<file path="src/design/sofc_pkg.sv">
// -----------------------------------------------------------------------------
// Substring finder package
// Sizes, register and mode codes, shared structs and the ASCII fold function.
// -----------------------------------------------------------------------------
package sofc_pkg;

	localparam int NEEDLE_MAX   = 16;
	localparam int MAX_LENGTH   = 65535;
	localparam int OCC_MAX      = 16;

	localparam int BYTE_W       = 8;
	localparam int CFG_W        = 64;
	localparam int CFG_IDX_W    = 3;
	localparam int NEEDLE_BYTES = 2 * CFG_W / BYTE_W;
	localparam int NB_AW        = $clog2(NEEDLE_BYTES);
	localparam int LEN_W        = 5;
	localparam int OCC_W        = 5;
	localparam int POS_W        = 16;
	localparam int CNT_W        = $clog2(MAX_LENGTH + 2);
	localparam int RING_AW      = (OCC_MAX > 1) ? $clog2(OCC_MAX) : 1;

	localparam logic [BYTE_W-1:0] ASCII_UPPER_A = 8'h41;
	localparam logic [BYTE_W-1:0] ASCII_UPPER_Z = 8'h5A;
	localparam logic [BYTE_W-1:0] ASCII_CASE_OFS = 8'h20;

	typedef enum logic [CFG_IDX_W-1:0] {
		REG_NEEDLE_LO   = 3'd0,
		REG_NEEDLE_HI   = 3'd1,
		REG_NEEDLE_LEN  = 3'd2,
		REG_CASE_SENS   = 3'd3,
		REG_SEARCH_MODE = 3'd4,
		REG_OCCURRENCE  = 3'd5
	} reg_idx_t;

	typedef enum logic [1:0] {
		MODE_FORWARD  = 2'd0,
		MODE_BACKWARD = 2'd1,
		MODE_COUNT    = 2'd2
	} mode_t;

	// Config as seen by the datapath: needle already aligned to the window
	// (entry j pairs with window byte j) and folded when case-insensitive.
	typedef struct packed {
		logic [NEEDLE_MAX-1:0][BYTE_W-1:0] needle_al;
		logic [NEEDLE_MAX-1:0]             cmp_mask;
		logic                              len_ok;
		logic                              fold_en;
		logic [LEN_W-1:0]                  len;
		mode_t                             mode;
		logic [OCC_W-1:0]                  occ;
	} cfg_t;

	typedef struct packed {
		logic [POS_W-1:0] match_position;
		logic [POS_W-1:0] match_count;
		logic             too_long;
	} res_t;

	function automatic logic [BYTE_W-1:0] fold_byte(input logic [BYTE_W-1:0] c);
		logic [BYTE_W-1:0] r;
		r = c;
		if (c >= ASCII_UPPER_A && c <= ASCII_UPPER_Z) begin
			r = c + ASCII_CASE_OFS;
		end
		return r;
	endfunction

endpackage

</file>
<file path="src/design/sofc_in_if.sv">
// -----------------------------------------------------------------------------
// Haystack channel
// Valid/ready channel that carries one haystack byte and its last-byte mark.
// -----------------------------------------------------------------------------
interface sofc_in_if import sofc_pkg::*; ();
	logic              valid;
	logic              ready;
	logic [BYTE_W-1:0] hay_byte;
	logic              last_byte;

	modport source (output valid, output hay_byte, output last_byte, input ready);
	modport sink   (input valid, input hay_byte, input last_byte, output ready);
endinterface

</file>
<file path="src/design/sofc_out_if.sv">
// -----------------------------------------------------------------------------
// Result channel
// Valid/ready channel that carries one search result.
// -----------------------------------------------------------------------------
interface sofc_out_if import sofc_pkg::*; ();
	logic             valid;
	logic             ready;
	logic [POS_W-1:0] match_position;
	logic [POS_W-1:0] match_count;
	logic             too_long;

	modport source (output valid, output match_position, output match_count,
		output too_long, input ready);
	modport sink   (input valid, input match_position, input match_count,
		input too_long, output ready);
endinterface

</file>
<file path="src/design/sofc_cfg_regs.sv">
// -----------------------------------------------------------------------------
// Substring finder configuration registers
// Write-only register file plus a registered, window-aligned needle image.
// -----------------------------------------------------------------------------
module sofc_cfg_regs import sofc_pkg::*; (
	input  logic                 clk,
	input  logic                 arst_n,
	input  logic                 wr_en,
	input  logic [CFG_IDX_W-1:0] wr_index,
	input  logic [CFG_W-1:0]     wr_data,
	output cfg_t                 cfg
);

	logic [CFG_W-1:0] needle_lo_q;
	logic [CFG_W-1:0] needle_hi_q;
	logic [LEN_W-1:0] len_q;
	logic             case_q;
	mode_t            mode_q;
	logic [OCC_W-1:0] occ_q;
	cfg_t             cfg_q;
	cfg_t             cfg_d;

	logic [NEEDLE_BYTES-1:0][BYTE_W-1:0] needle_bytes;

	assign needle_bytes = {needle_hi_q, needle_lo_q};

	always_ff @(posedge clk or negedge arst_n) begin
		if (!arst_n) begin
			needle_lo_q <= '0;
			needle_hi_q <= '0;
			len_q       <= '0;
			case_q      <= 1'b1;
			mode_q      <= MODE_FORWARD;
			occ_q       <= OCC_W'(1);
		end else if (wr_en) begin
			case (reg_idx_t'(wr_index))
				REG_NEEDLE_LO:   needle_lo_q <= wr_data;
				REG_NEEDLE_HI:   needle_hi_q <= wr_data;
				REG_NEEDLE_LEN:  len_q       <= wr_data[LEN_W-1:0];
				REG_CASE_SENS:   case_q      <= wr_data[0];
				REG_SEARCH_MODE: mode_q      <= mode_t'(wr_data[1:0]);
				REG_OCCURRENCE:  occ_q       <= wr_data[OCC_W-1:0];
				default: ;
			endcase
		end
	end

	// Reverse the needle so entry j lines up with window byte j (newest byte
	// at 0), and fold it once here instead of on every compare.
	always_comb begin
		logic [LEN_W-1:0] sel;
		cfg_d         = '0;
		cfg_d.len_ok  = (len_q != '0) && (len_q <= LEN_W'(NEEDLE_MAX));
		cfg_d.fold_en = !case_q;
		cfg_d.len     = len_q;
		cfg_d.mode    = mode_q;
		cfg_d.occ     = occ_q;
		for (int j = 0; j < NEEDLE_MAX; j++) begin
			sel = len_q - LEN_W'(j) - LEN_W'(1);
			if (LEN_W'(j) < len_q) begin
				cfg_d.needle_al[j] = case_q ? needle_bytes[sel[NB_AW-1:0]]
					: fold_byte(needle_bytes[sel[NB_AW-1:0]]);
				cfg_d.cmp_mask[j]  = cfg_d.len_ok;
			end
		end
	end

	always_ff @(posedge clk or negedge arst_n) begin
		if (!arst_n) begin
			cfg_q <= '{needle_al: '0, cmp_mask: '0, len_ok: 1'b0, fold_en: 1'b0,
				len: '0, mode: MODE_FORWARD, occ: OCC_W'(1)};
		end else begin
			cfg_q <= cfg_d;
		end
	end

	assign cfg = cfg_q;

endmodule

</file>
<file path="src/design/sofc_window_match.sv">
// -----------------------------------------------------------------------------
// Substring finder window compare
// Shift register of the newest haystack bytes and the parallel needle compare.
// -----------------------------------------------------------------------------
module sofc_window_match import sofc_pkg::*; (
	input  logic              clk,
	input  logic              arst_n,
	input  cfg_t              cfg,
	input  logic [BYTE_W-1:0] hay_byte,
	input  logic              shift_en,
	input  logic              clear,
	output logic              hit
);

	logic [NEEDLE_MAX-1:0][BYTE_W-1:0] window_q;
	logic [NEEDLE_MAX-1:0][BYTE_W-1:0] window_nx;
	logic [NEEDLE_MAX-1:0]             eq;

	// Compare against the window as it stands after this byte shifts in.
	always_comb begin
		logic [BYTE_W-1:0] wb;
		window_nx[0] = hay_byte;
		for (int k = 1; k < NEEDLE_MAX; k++) begin
			window_nx[k] = window_q[k-1];
		end
		for (int j = 0; j < NEEDLE_MAX; j++) begin
			wb    = cfg.fold_en ? fold_byte(window_nx[j]) : window_nx[j];
			eq[j] = !cfg.cmp_mask[j] || (wb == cfg.needle_al[j]);
		end
		hit = cfg.len_ok && (&eq);
	end

	always_ff @(posedge clk or negedge arst_n) begin
		if (!arst_n) begin
			window_q <= '0;
		end else if (clear) begin
			window_q <= '0;
		end else if (shift_en) begin
			window_q <= window_nx;
		end
	end

endmodule

</file>
<file path="src/design/sofc_hit_track.sv">
// -----------------------------------------------------------------------------
// Substring finder hit tracker
// Byte and match counters, forward pick, ring of recent starts, result select.
// -----------------------------------------------------------------------------
module sofc_hit_track import sofc_pkg::*; (
	input  logic clk,
	input  logic arst_n,
	input  cfg_t cfg,
	input  logic fire,
	input  logic last,
	input  logic raw_hit,
	output logic shift_en,
	output res_t res
);

	localparam int WrapW = ((RING_AW > OCC_W) ? RING_AW : OCC_W) + 1;

	logic [CNT_W-1:0]   bc_q;
	logic [POS_W-1:0]   found_q;
	logic [POS_W-1:0]   fwd_q;
	logic [RING_AW-1:0] head_q;
	logic [POS_W-1:0]   ring_q [OCC_MAX];

	logic               room;
	logic               hit;
	logic [CNT_W-1:0]   bc_inc;
	logic [CNT_W-1:0]   bc_nx;
	logic [CNT_W-1:0]   start_w;
	logic [POS_W-1:0]   start;
	logic [POS_W-1:0]   found_nx;
	logic [POS_W-1:0]   fwd_nx;
	logic [RING_AW-1:0] head_inc;
	logic [RING_AW-1:0] head_nx;
	logic [POS_W-1:0]   stored;
	logic               sel_ok;
	logic [WrapW-1:0]   head_w;
	logic [WrapW-1:0]   occ_w;
	logic [WrapW-1:0]   idx_w;
	logic [RING_AW-1:0] idx;
	logic [POS_W-1:0]   ring_rd;
	logic [POS_W-1:0]   pos;

	always_comb begin
		room     = bc_q < CNT_W'(MAX_LENGTH);
		shift_en = fire && room;
		bc_inc   = bc_q + CNT_W'(1);
		bc_nx    = room ? bc_inc : CNT_W'(MAX_LENGTH + 1);
		hit      = shift_en && raw_hit && (bc_inc >= CNT_W'(cfg.len));
		start_w  = bc_inc - CNT_W'(cfg.len) + CNT_W'(1);
		start    = start_w[POS_W-1:0];

		found_nx = (hit && (found_q != {POS_W{1'b1}})) ? found_q + POS_W'(1) : found_q;
		fwd_nx   = (hit && (fwd_q == '0) && (cfg.occ != '0) && (found_nx == POS_W'(cfg.occ)))
			? start : fwd_q;

		head_inc = (head_q == RING_AW'(OCC_MAX - 1)) ? '0 : head_q + RING_AW'(1);
		head_nx  = hit ? head_inc : head_q;

		// Backward pick: occurrence n sits n entries behind the head.
		stored = (found_nx < POS_W'(OCC_MAX)) ? found_nx : POS_W'(OCC_MAX);
		sel_ok = (cfg.occ != '0) && (POS_W'(cfg.occ) <= stored);
		head_w = WrapW'(head_nx);
		occ_w  = WrapW'(cfg.occ);
		idx_w  = (head_w >= occ_w) ? head_w - occ_w : head_w + WrapW'(OCC_MAX) - occ_w;
		idx    = idx_w[RING_AW-1:0];
		// Bypass the entry being written this cycle.
		ring_rd = (hit && (idx == head_q)) ? start : ring_q[idx];

		case (cfg.mode)
			MODE_FORWARD:  pos = fwd_nx;
			MODE_BACKWARD: pos = sel_ok ? ring_rd : '0;
			default:       pos = '0;
		endcase

		res.match_position = pos;
		res.match_count    = found_nx;
		res.too_long       = bc_nx > CNT_W'(MAX_LENGTH);
	end

	always_ff @(posedge clk or negedge arst_n) begin
		if (!arst_n) begin
			bc_q    <= '0;
			found_q <= '0;
			fwd_q   <= '0;
			head_q  <= '0;
		end else if (fire) begin
			if (last) begin
				bc_q    <= '0;
				found_q <= '0;
				fwd_q   <= '0;
				head_q  <= '0;
			end else begin
				bc_q    <= bc_nx;
				found_q <= found_nx;
				fwd_q   <= fwd_nx;
				head_q  <= head_nx;
			end
		end
	end

	always_ff @(posedge clk) begin
		if (hit) begin
			ring_q[head_q] <= start;
		end
	end

endmodule

</file>
<file path="src/design/substring_occurrence_finder_core.sv">
// -----------------------------------------------------------------------------
// Substring occurrence finder core
// Streams haystack bytes, one per cycle, and compares each new window with a
// needle of up to 16 bytes (exact or ASCII case-folded), counting overlapping
// matches. The item flagged last_byte yields one result: the 1-based start of
// the nth match from the front (forward mode), the nth match from the end out
// of the 16 most recent (backward mode), or only the count (count mode). A
// new byte is taken every cycle but for the stall below; a byte is held in the
// input register, and the result of a last byte is captured in the output
// register. The only stall is a last byte waiting on an output register whose
// result has not been taken. Bytes past 65535 are dropped and flag too_long.
// Config writes pass through the register file and the registered config image
// before they reach the datapath, and should be issued between strings.
// -----------------------------------------------------------------------------
module substring_occurrence_finder_core import sofc_pkg::*; (
	input  logic                 clk,
	input  logic                 arst_n,
	sofc_in_if.sink              hay,
	sofc_out_if.source           result,
	input  logic                 wr_en,
	input  logic [CFG_IDX_W-1:0] wr_index,
	input  logic [CFG_W-1:0]     wr_data
);

	cfg_t              cfg;

	// Input register.
	logic              s1_valid;
	logic [BYTE_W-1:0] s1_byte;
	logic              s1_last;
	logic              s1_go;

	// Output register.
	logic              out_valid_q;
	res_t              out_res_q;
	logic              out_free;

	logic              shift_en;
	logic              raw_hit;
	res_t              track_res;

	sofc_cfg_regs u_cfg (
		.clk      (clk),
		.arst_n   (arst_n),
		.wr_en    (wr_en),
		.wr_index (wr_index),
		.wr_data  (wr_data),
		.cfg      (cfg)
	);

	sofc_window_match u_match (
		.clk      (clk),
		.arst_n   (arst_n),
		.cfg      (cfg),
		.hay_byte (s1_byte),
		.shift_en (shift_en),
		.clear    (s1_go && s1_last),
		.hit      (raw_hit)
	);

	sofc_hit_track u_track (
		.clk      (clk),
		.arst_n   (arst_n),
		.cfg      (cfg),
		.fire     (s1_go),
		.last     (s1_last),
		.raw_hit  (raw_hit),
		.shift_en (shift_en),
		.res      (track_res)
	);

	// A byte without last_byte always moves on; a last byte needs the output
	// register free or being drained this cycle.
	assign out_free  = !out_valid_q || result.ready;
	assign s1_go     = s1_valid && (!s1_last || out_free);
	assign hay.ready = !s1_valid || s1_go;

	always_ff @(posedge clk or negedge arst_n) begin
		if (!arst_n) begin
			s1_valid <= 1'b0;
		end else if (hay.valid && hay.ready) begin
			s1_valid <= 1'b1;
		end else if (s1_go) begin
			s1_valid <= 1'b0;
		end
	end

	// Payload of the input register: load on accept, hold otherwise.
	always_ff @(posedge clk) begin
		if (hay.valid && hay.ready) begin
			s1_byte <= hay.hay_byte;
			s1_last <= hay.last_byte;
		end
	end

	always_ff @(posedge clk or negedge arst_n) begin
		if (!arst_n) begin
			out_valid_q <= 1'b0;
		end else if (s1_go && s1_last) begin
			out_valid_q <= 1'b1;
		end else if (result.ready) begin
			out_valid_q <= 1'b0;
		end
	end

	always_ff @(posedge clk) begin
		if (s1_go && s1_last) begin
			out_res_q <= track_res;
		end
	end

	assign result.valid          = out_valid_q;
	assign result.match_position = out_res_q.match_position;
	assign result.match_count    = out_res_q.match_count;
	assign result.too_long       = out_res_q.too_long;

endmodule

</file>
<file path="src/flat_wrapper.sv">
// flat-port wrapper written by rule: the top's interface ports become plain ports
module substring_occurrence_finder_core_flat import sofc_pkg::*;
  (clk, arst_n, wr_en, wr_index, wr_data, hay_valid, hay_hay_byte, hay_last_byte, hay_ready, result_valid, result_match_position, result_match_count, result_too_long, result_ready);
  sofc_in_if hay_i ();
  sofc_out_if result_i ();
  input  logic clk;
  input  logic arst_n;
  input  logic wr_en;
  input  logic [CFG_IDX_W-1:0] wr_index;
  input  logic [CFG_W-1:0] wr_data;
  input wire logic [$bits(hay_i.valid)-1:0] hay_valid;
  input wire logic [$bits(hay_i.hay_byte)-1:0] hay_hay_byte;
  input wire logic [$bits(hay_i.last_byte)-1:0] hay_last_byte;
  output wire logic [$bits(hay_i.ready)-1:0] hay_ready;
  output wire logic [$bits(result_i.valid)-1:0] result_valid;
  output wire logic [$bits(result_i.match_position)-1:0] result_match_position;
  output wire logic [$bits(result_i.match_count)-1:0] result_match_count;
  output wire logic [$bits(result_i.too_long)-1:0] result_too_long;
  input wire logic [$bits(result_i.ready)-1:0] result_ready;
  assign hay_i.valid = hay_valid;
  assign hay_i.hay_byte = hay_hay_byte;
  assign hay_i.last_byte = hay_last_byte;
  assign hay_ready = hay_i.ready;
  assign result_valid = result_i.valid;
  assign result_match_position = result_i.match_position;
  assign result_match_count = result_i.match_count;
  assign result_too_long = result_i.too_long;
  assign result_i.ready = result_ready;
  substring_occurrence_finder_core u_core (.clk(clk), .arst_n(arst_n), .hay(hay_i), .result(result_i), .wr_en(wr_en), .wr_index(wr_index), .wr_data(wr_data));
endmodule
</file>
<file path="config.mk">
export PLATFORM = sky130hd
export DESIGN_NAME = substring_occurrence_finder_core_flat
export DESIGN_NICKNAME = d
export VERILOG_FILES = /design/src/design/sofc_pkg.sv /design/src/design/sofc_in_if.sv /design/src/design/sofc_out_if.sv /design/src/design/sofc_cfg_regs.sv /design/src/design/sofc_window_match.sv /design/src/design/sofc_hit_track.sv /design/src/design/substring_occurrence_finder_core.sv /design/src/flat_wrapper.sv
export SDC_FILE = /design/constraint.sdc
export NUM_CORES = 1
export LEC_CHECK = 0
export BUFFER_PORTS_ARGS = -buffer_cell sky130_fd_sc_hd__buf_2
export CAP_MARGIN = 20
export CORE_MARGIN = 2
export CORE_UTILIZATION = 55
export DETAILED_ROUTE_END_ITERATION = 16
export HOLD_SLACK_MARGIN = 0.12
export PLACE_DENSITY = 0.72
export SETUP_SLACK_MARGIN = 0.3
export SYNTH_ARGS = -nofsm -noshare
export SYNTH_HDL_FRONTEND = slang
export SYNTH_SLANG_ARGS = --single-unit
</file>
<file path="constraint.sdc">
create_clock -name clk -period 11.7 [get_ports clk]
set_input_delay 0 -clock clk [delete_from_list [all_inputs] [get_ports clk]]
set_output_delay 0 -clock clk [all_outputs]
set_load 0.005 [all_outputs]
</file>
Word-level counts from Yosys, hierarchy flattened
Memory sizes are Yosys's and may differ from the RTL's.
Index checks and enable logic that the tools add are counted.
{ "totals": {"ff_bits": 516, "ramBits": 256, "inputBits": 81, "output_inout_bits": 35, "word_cells": 504, "mem_count": 1} }
{ "memory_table": {"columns": ["memory", "depth", "word_bits", "read_ports", "rd_clocked_by_memory_dff", "write_ports", "line", "source"], "rows": [
  ["u_core.u_track.ring_q", 16, 16, 1, 0, 1, "sofc_hit_track.sv:22", "logic [POS_W-1:0] ring_q [OCC_MAX];"]
]} }
{ "classes": {"addsub": 70, "n_lt_le_gt_ge": 103, "eq_ne": 26, "n_mux": 150, "n_reduce_logical": 100} }
{ "op_table": {"columns": ["operator", "count"], "rows": [
  ["two-way mux 8 bit", 96],
  ["binary-select mux 8 bit (select 4 bit)", 16],
  ["adder 8 x 6 -> 8 bit (second input constant)", 32],
  ["greater-or-equal comparator 8 x 7 -> 1 bit (second input constant)", 32],
  ["less-or-equal comparator 8 x 7 -> 1 bit (second input constant)", 32],
  ["two-way mux 120 bit", 2],
  ["equality test 8 bit", 16],
  ["two-way mux 16 bit", 7],
  ["< comparator 4 x 5 -> 1 bit (second input constant)", 16],
  ["subtractor 4 x 1 -> 4 bit (second input constant)", 16],
  ["logical AND 1 bit", 46],
  ["< comparator 4 x 5 -> 1 bit (first input constant)", 8],
  ["two-way mux 17 bit", 2],
  ["adder 16 x 1 -> 16 bit (second input constant)", 2],
  ["case mux 16 bit (2 select lines)", 1],
  ["subtractor 4 bit (second input constant)", 8],
  ["two-way mux 1 bit", 22],
  ["logical NOT 1 bit", 20],
  ["< comparator 3 x 5 -> 1 bit (first input constant)", 4],
  ["logical OR 1 bit", 19],
  ["adder 17 x 1 -> 17 bit (second input constant)", 1],
  ["greater-or-equal comparator 17 x 5 -> 1 bit", 1],
  ["> comparator 17 x 16 -> 1 bit (second input constant)", 1],
  ["< comparator 17 x 16 -> 1 bit (second input constant)", 1],
  ["27 further kinds", 48]
]} }

Logic depth before layout (Yosys ltp)
{ "depth": {"word_depth": 19, "depth_mapped": 32, "depth_no_buf": 30} }

Hierarchy
Synthesis repeated with hierarchy kept, for this count alone.
{ "hier_totals": {"hier_cells": 3262, "area_unflattened_um2": 42346.9} }
{ "modules_own_cells": {"columns": ["mod", "instances", "cells_per_inst", "area_each_um2", "seq_area_each_um2"], "rows": [
  ["sofc_cfg_regs", 1, 1386, 18287.5, 7485.9],
  ["sofc_hit_track", 1, 1026, 14935.6, 9013.6],
  ["sofc_window_match", 1, 798, 7744.9, 3002.9],
  ["substring_occurrence_finder_core", 1, 52, 1378.8, 1311.3]
]} }

Worst setup path after synthesis
Ideal clock, no wire load.
{ "synth_path": {"kind": "register to register", "startpoint": "register u_core.u_track.bc_q[0]", "endpoint": "register u_core.out_res_q (netlist bit u_core.result.match_position[3]), data pin", "setup_ns": 0.264, "arrival_ns": 6.232, "t_required_ns": 11.436, "path_slack_ns": 5.205, "stages_incl_launch_ff": 27, "path_buffers": 3, "synth_period_minus_slack_ns": 6.495, "cell_sequence": "dfrtp_1 ha_1 nand3_1 nor3_1 and3_1 and3_1 o21ai_0 ha_1 nand4_1 nor3_1 a21boi_0 a32oi_1 nand4bb_1 nor3_1 and4b_1 clkbuf_1 nand2_1 nor2_1 or2_2 ha_1 clkbuf_1 buf_1 mux4_2 nand2_1 mux2i_1 o21ai_0 nand3_1"} }
{ "synth_rtl": {"columns": ["element", "line", "source"], "rows": [
  ["from (decl)", "sofc_hit_track.sv:18", "logic [CNT_W-1:0] bc_q;"],
  ["from (signal assigned)", "sofc_hit_track.sv:93", "bc_q <= bc_nx;"],
  ["to (signal assigned)", "substring_occurrence_finder_core.sv:108", "out_res_q <= track_res;"],
  ["to (decl)", "substring_occurrence_finder_core.sv:35", "res_t out_res_q;"]
]} }

==> flow_metrics.tcl <==
set metrics [dict create \
    status "finished, final reports clean" \
    cts_sinks 772 \
    drv_slew 0 \
    crit_end "u_core.result.match_position[11]" \
    die_h_um 278.9 \
    r2r_end "u_core.result.match_position[11]" \
    final_util 0.6307 \
    antenna_cells 0 \
    clockBufferDepth 3 \
    num_vias 29420 \
    io_buffers 115 \
    drive_above_1_share 0.2167 \
    syn_to_final_growth_pct 13.15 \
    post_drt_wl_per_cell_um 26.42 \
    grt_pass1_vias 28870 \
    ant_nets 0 \
    tightest_slew_ns 1.185 \
    n_fill_cell 5477 \
    p_sw_frac 0.3889 \
    clock_power_share 0.240 \
    grt_max_degree 202 \
    peakVddDrop_uv 154.0 \
    synth_warnings 0 \
    core_area_um2 74570 \
    finalInstanceArea_um2 47030 \
    p_sw_uw 4191 \
    timing.setup.tns_ns 0 \
    std_cell_rows 100 \
    start_kind "flop" \
    worstSetupEndpointType "flop" \
    power_density_nw_per_um2 229.2 \
    finClkSkew_ns 0.03225 \
    synth.distinct_cells 87 \
    initial_utilization 0.5574 \
    dr_wl_met2_um 54160 \
    antenna_found_initial 2 \
    synth_flop_cell "dfrtp_1" \
    crit_fanout 33 \
    drc 0 \
    fin_nets 3672 \
    r2r_slack_ns 3.49 \
    fin_crit_sh 0.7013 \
    htreeDepth 3 \
    synth_area_um2 41570 \
    ys_seq_area_frac 0.5007 \
    cp.arrival_ns 8.69 \
    clk_latency_ns 0.64 \
    cts-buffers-inserted 81 \
    syn_area_per_cell_um2 12.52 \
    seqPwrFrac 0.342 \
    setup.worst_path.start "u_core.s1_byte[0]" \
    dpl_cell_area_um2 43260 \
    clkTransAtPathRegs_ns 0.06 \
    async_reset_ff_frac 0.6140 \
    reg2regPathDepth 24 \
    max-cap-violations 0 \
    synth-seq-cells 772 \
    synth-edff-count 298 \
    die_w_um 278.9 \
    syn_inst 3319 \
    hold_class "primary input to flop" \
    m1WireLength_um 49780 \
    leakagePower_uw 0.01949 \
    io-pin-count 116 \
    cts_root_buffer "clkbuf_16" \
    internal_power_uw 6587 \
    syn_nets 3491 \
    drt_iter0_markers 3377 \
    grtUsageTotal 0.3111 \
    hold_viol 0 \
    highest_layer "met5" \
    cts_tree "built" \
    hp-start "hay_hay_byte[3]" \
    post_drt_via_cell_ratio 6.485 \
    gp_congestion 0.9871 \
    period_needed_ns 8.205 \
    layout_commonest_cell "dfrtp_1" \
    detailed_place_hpwl_um 84570 \
    hold_depth 2 \
    routed_wl_um 119800 \
    fmax_mhz 121.9 \
    setup_viol 0 \
    overflow 0 \
    r2r_start "u_core.s1_byte[0]" \
    critPathRequiredTime_ns 12.19 \
    wl_met3_um 10880 \
    grt_setup_unrepaired "no" \
    dieArea_um2 77790 \
    mostFrequentLayoutCells "469 x dfrtp_1, 316 x nand2_1, 298 x edfxtp_1" \
    cts_resized 0 \
    dr.pass1.iters 8 \
    grt_pass1_wl_um 183300 \
    maxSlewHeadroom 0.2068 \
    combPwrFrac 0.418 \
    worst-setup-path-type "flop to flop" \
]
## kinds of logic after synthesis
group           count (synthesis)  synth area share
compound gates                474           0.07956
xor+xnor                      210           0.04458
fa+ha+maj                      91           0.02793
buf+inv                       296           0.02811
flops                         772            0.5007
mux                           586            0.2175
simple gates                  890            0.1016
## flip-flops by register name (all words and copies together) (netlist names)
register,cells
u_core.result.match_position,16
u_core.u_track.found_q,16
u_core.result.valid,1
u_core.u_cfg.needle_hi_q,64
u_core.s1_last,1
u_core.u_cfg.needle_lo_q,64
u_core.result.too_long,1
u_core.u_track.head_q,4
u_core.u_cfg.len_q,5
u_core.u_track.fwd_q,16
u_core.s1_valid,1
u_core.u_track.bc_q,17
u_core.u_cfg.case_q,1
u_core.result.match_count,16
u_core.u_track.ring_q,256
u_core.u_match.window_nx,120
u_core.u_cfg.cfg,158
u_core.u_cfg.mode_q,2
u_core.u_cfg.occ_q,5
u_core.s1_byte,8
## cells in the mapped netlist (12+ instances only)
cell type / number / area, um2
nand2_1: 316 / 1186
a31oi_1: 22 / 137.6
nor2_1: 215 / 807.0
a32oi_1: 17 / 148.9
clkbuf_1: 128 / 480.5
and3_1: 21 / 131.4
edfxtp_1: 298 / 8949
nor3_1: 73 / 365.4
a21oi_1: 78 / 390.4
xnor2_1: 113 / 989.7
nand4_1: 30 / 187.7
buf_1: 27 / 101.4
inv_1: 120 / 450.4
mux2_2: 177 / 1993
ha_1: 88 / 1101
xor2_1: 96 / 840.8
nor2b_1: 22 / 137.6
a22o_1: 118 / 1033
nand3_1: 90 / 450.4
or3_1: 12 / 75.07
mux2i_1: 173 / 1732
mux4_2: 236 / 5315
dfrtp_1: 471 / 11790
and2_1: 13 / 81.33
o21ai_0: 131 / 655.6
nor4_1: 16 / 100.1
## worst max-delay path: stages, from the launching register on
cell	delay (ns)
edfxtp_1	0.48
a21oi_1	0.19
o2bb2ai_1	0.20
o31ai_1	0.32
xor2_1	0.13
o41ai_2	0.77
o211ai_1	0.52
or4_1	0.63
nor4_1	0.48
xor2_1	0.23
nor2_2	0.17
buf_4	0.38
nand3b_1	0.22
nand2b_1	0.21
ha_1	0.31
nor2b_1	0.14
o21a_1	0.16
o21ai_0	0.13
nand2b_1	0.07
a21oi_1	0.14
a31oi_1	0.06
or4b_2	0.67
nor2_1	0.93
o21ai_0	0.32
nand3_1	0.16
## stage by stage
stage	hold slack (ns)	setup slack, ns	total power, uW	cells
floorplan	-0.2956	5.205	6502	3319
global placement	0.09514	3.648	7966	4281
detailed placement	0.1053	3.278	8089	4281
CTS	0.1216	3.185	10720	4531
global route	0.1279	2.915	11240	4536
finish	0.1331	3.495	10780	4536
## power by group through the flow
stage,Clock (uW),Combinational [uW],Sequential [uW]
after CTS,2620,4430,3670
after floorplan,0,2950,3550
after global routing,2720,4800,3720
after detailed placement,0,4370,3720
final,2590,4510,3680
after global placement,0,4270,3690
## routing by layer
metal,global-route usage,up-vias
met5,0,-
met4,0.1151,2
li1,-,12780
met3,0.06568,252
met1,0.4451,14940
met2,0.4725,1449
## final cells by class
type | count | area [um2] | area share
repair buffers | 269 | 2093 | 0.04451
inverters | 125 | 469.2 | 0.009976
clock buffers | 117 | 2293 | 0.04876
well taps | 969 | 1212 | 0.02578
clock inverters | 33 | 375.4 | 0.007981
flip-flops and latches | 772 | 20820 | 0.4427
multi-input cells | 2251 | 19770 | 0.4203
## worst min path at each step
stage                                               to  slack (ns)
after floorplan                    u_core.result.valid       -0.30
after global placement         u_core.u_track.fwd_q[2]         0.1
final                                u_core.s1_byte[3]        0.13
after detailed placement       u_core.u_track.fwd_q[9]        0.11
after CTS                 u_core.u_cfg.needle_lo_q[43]        0.12
after global routing                 u_core.s1_byte[4]        0.13
## what timing repair did
item | in CTS | in global routing
hold buffers | 100 | 1
endpoints found under the hold margin | 268 | 1
buffers inserted | 0 | 0
Power figures use the tool's default switching activity.
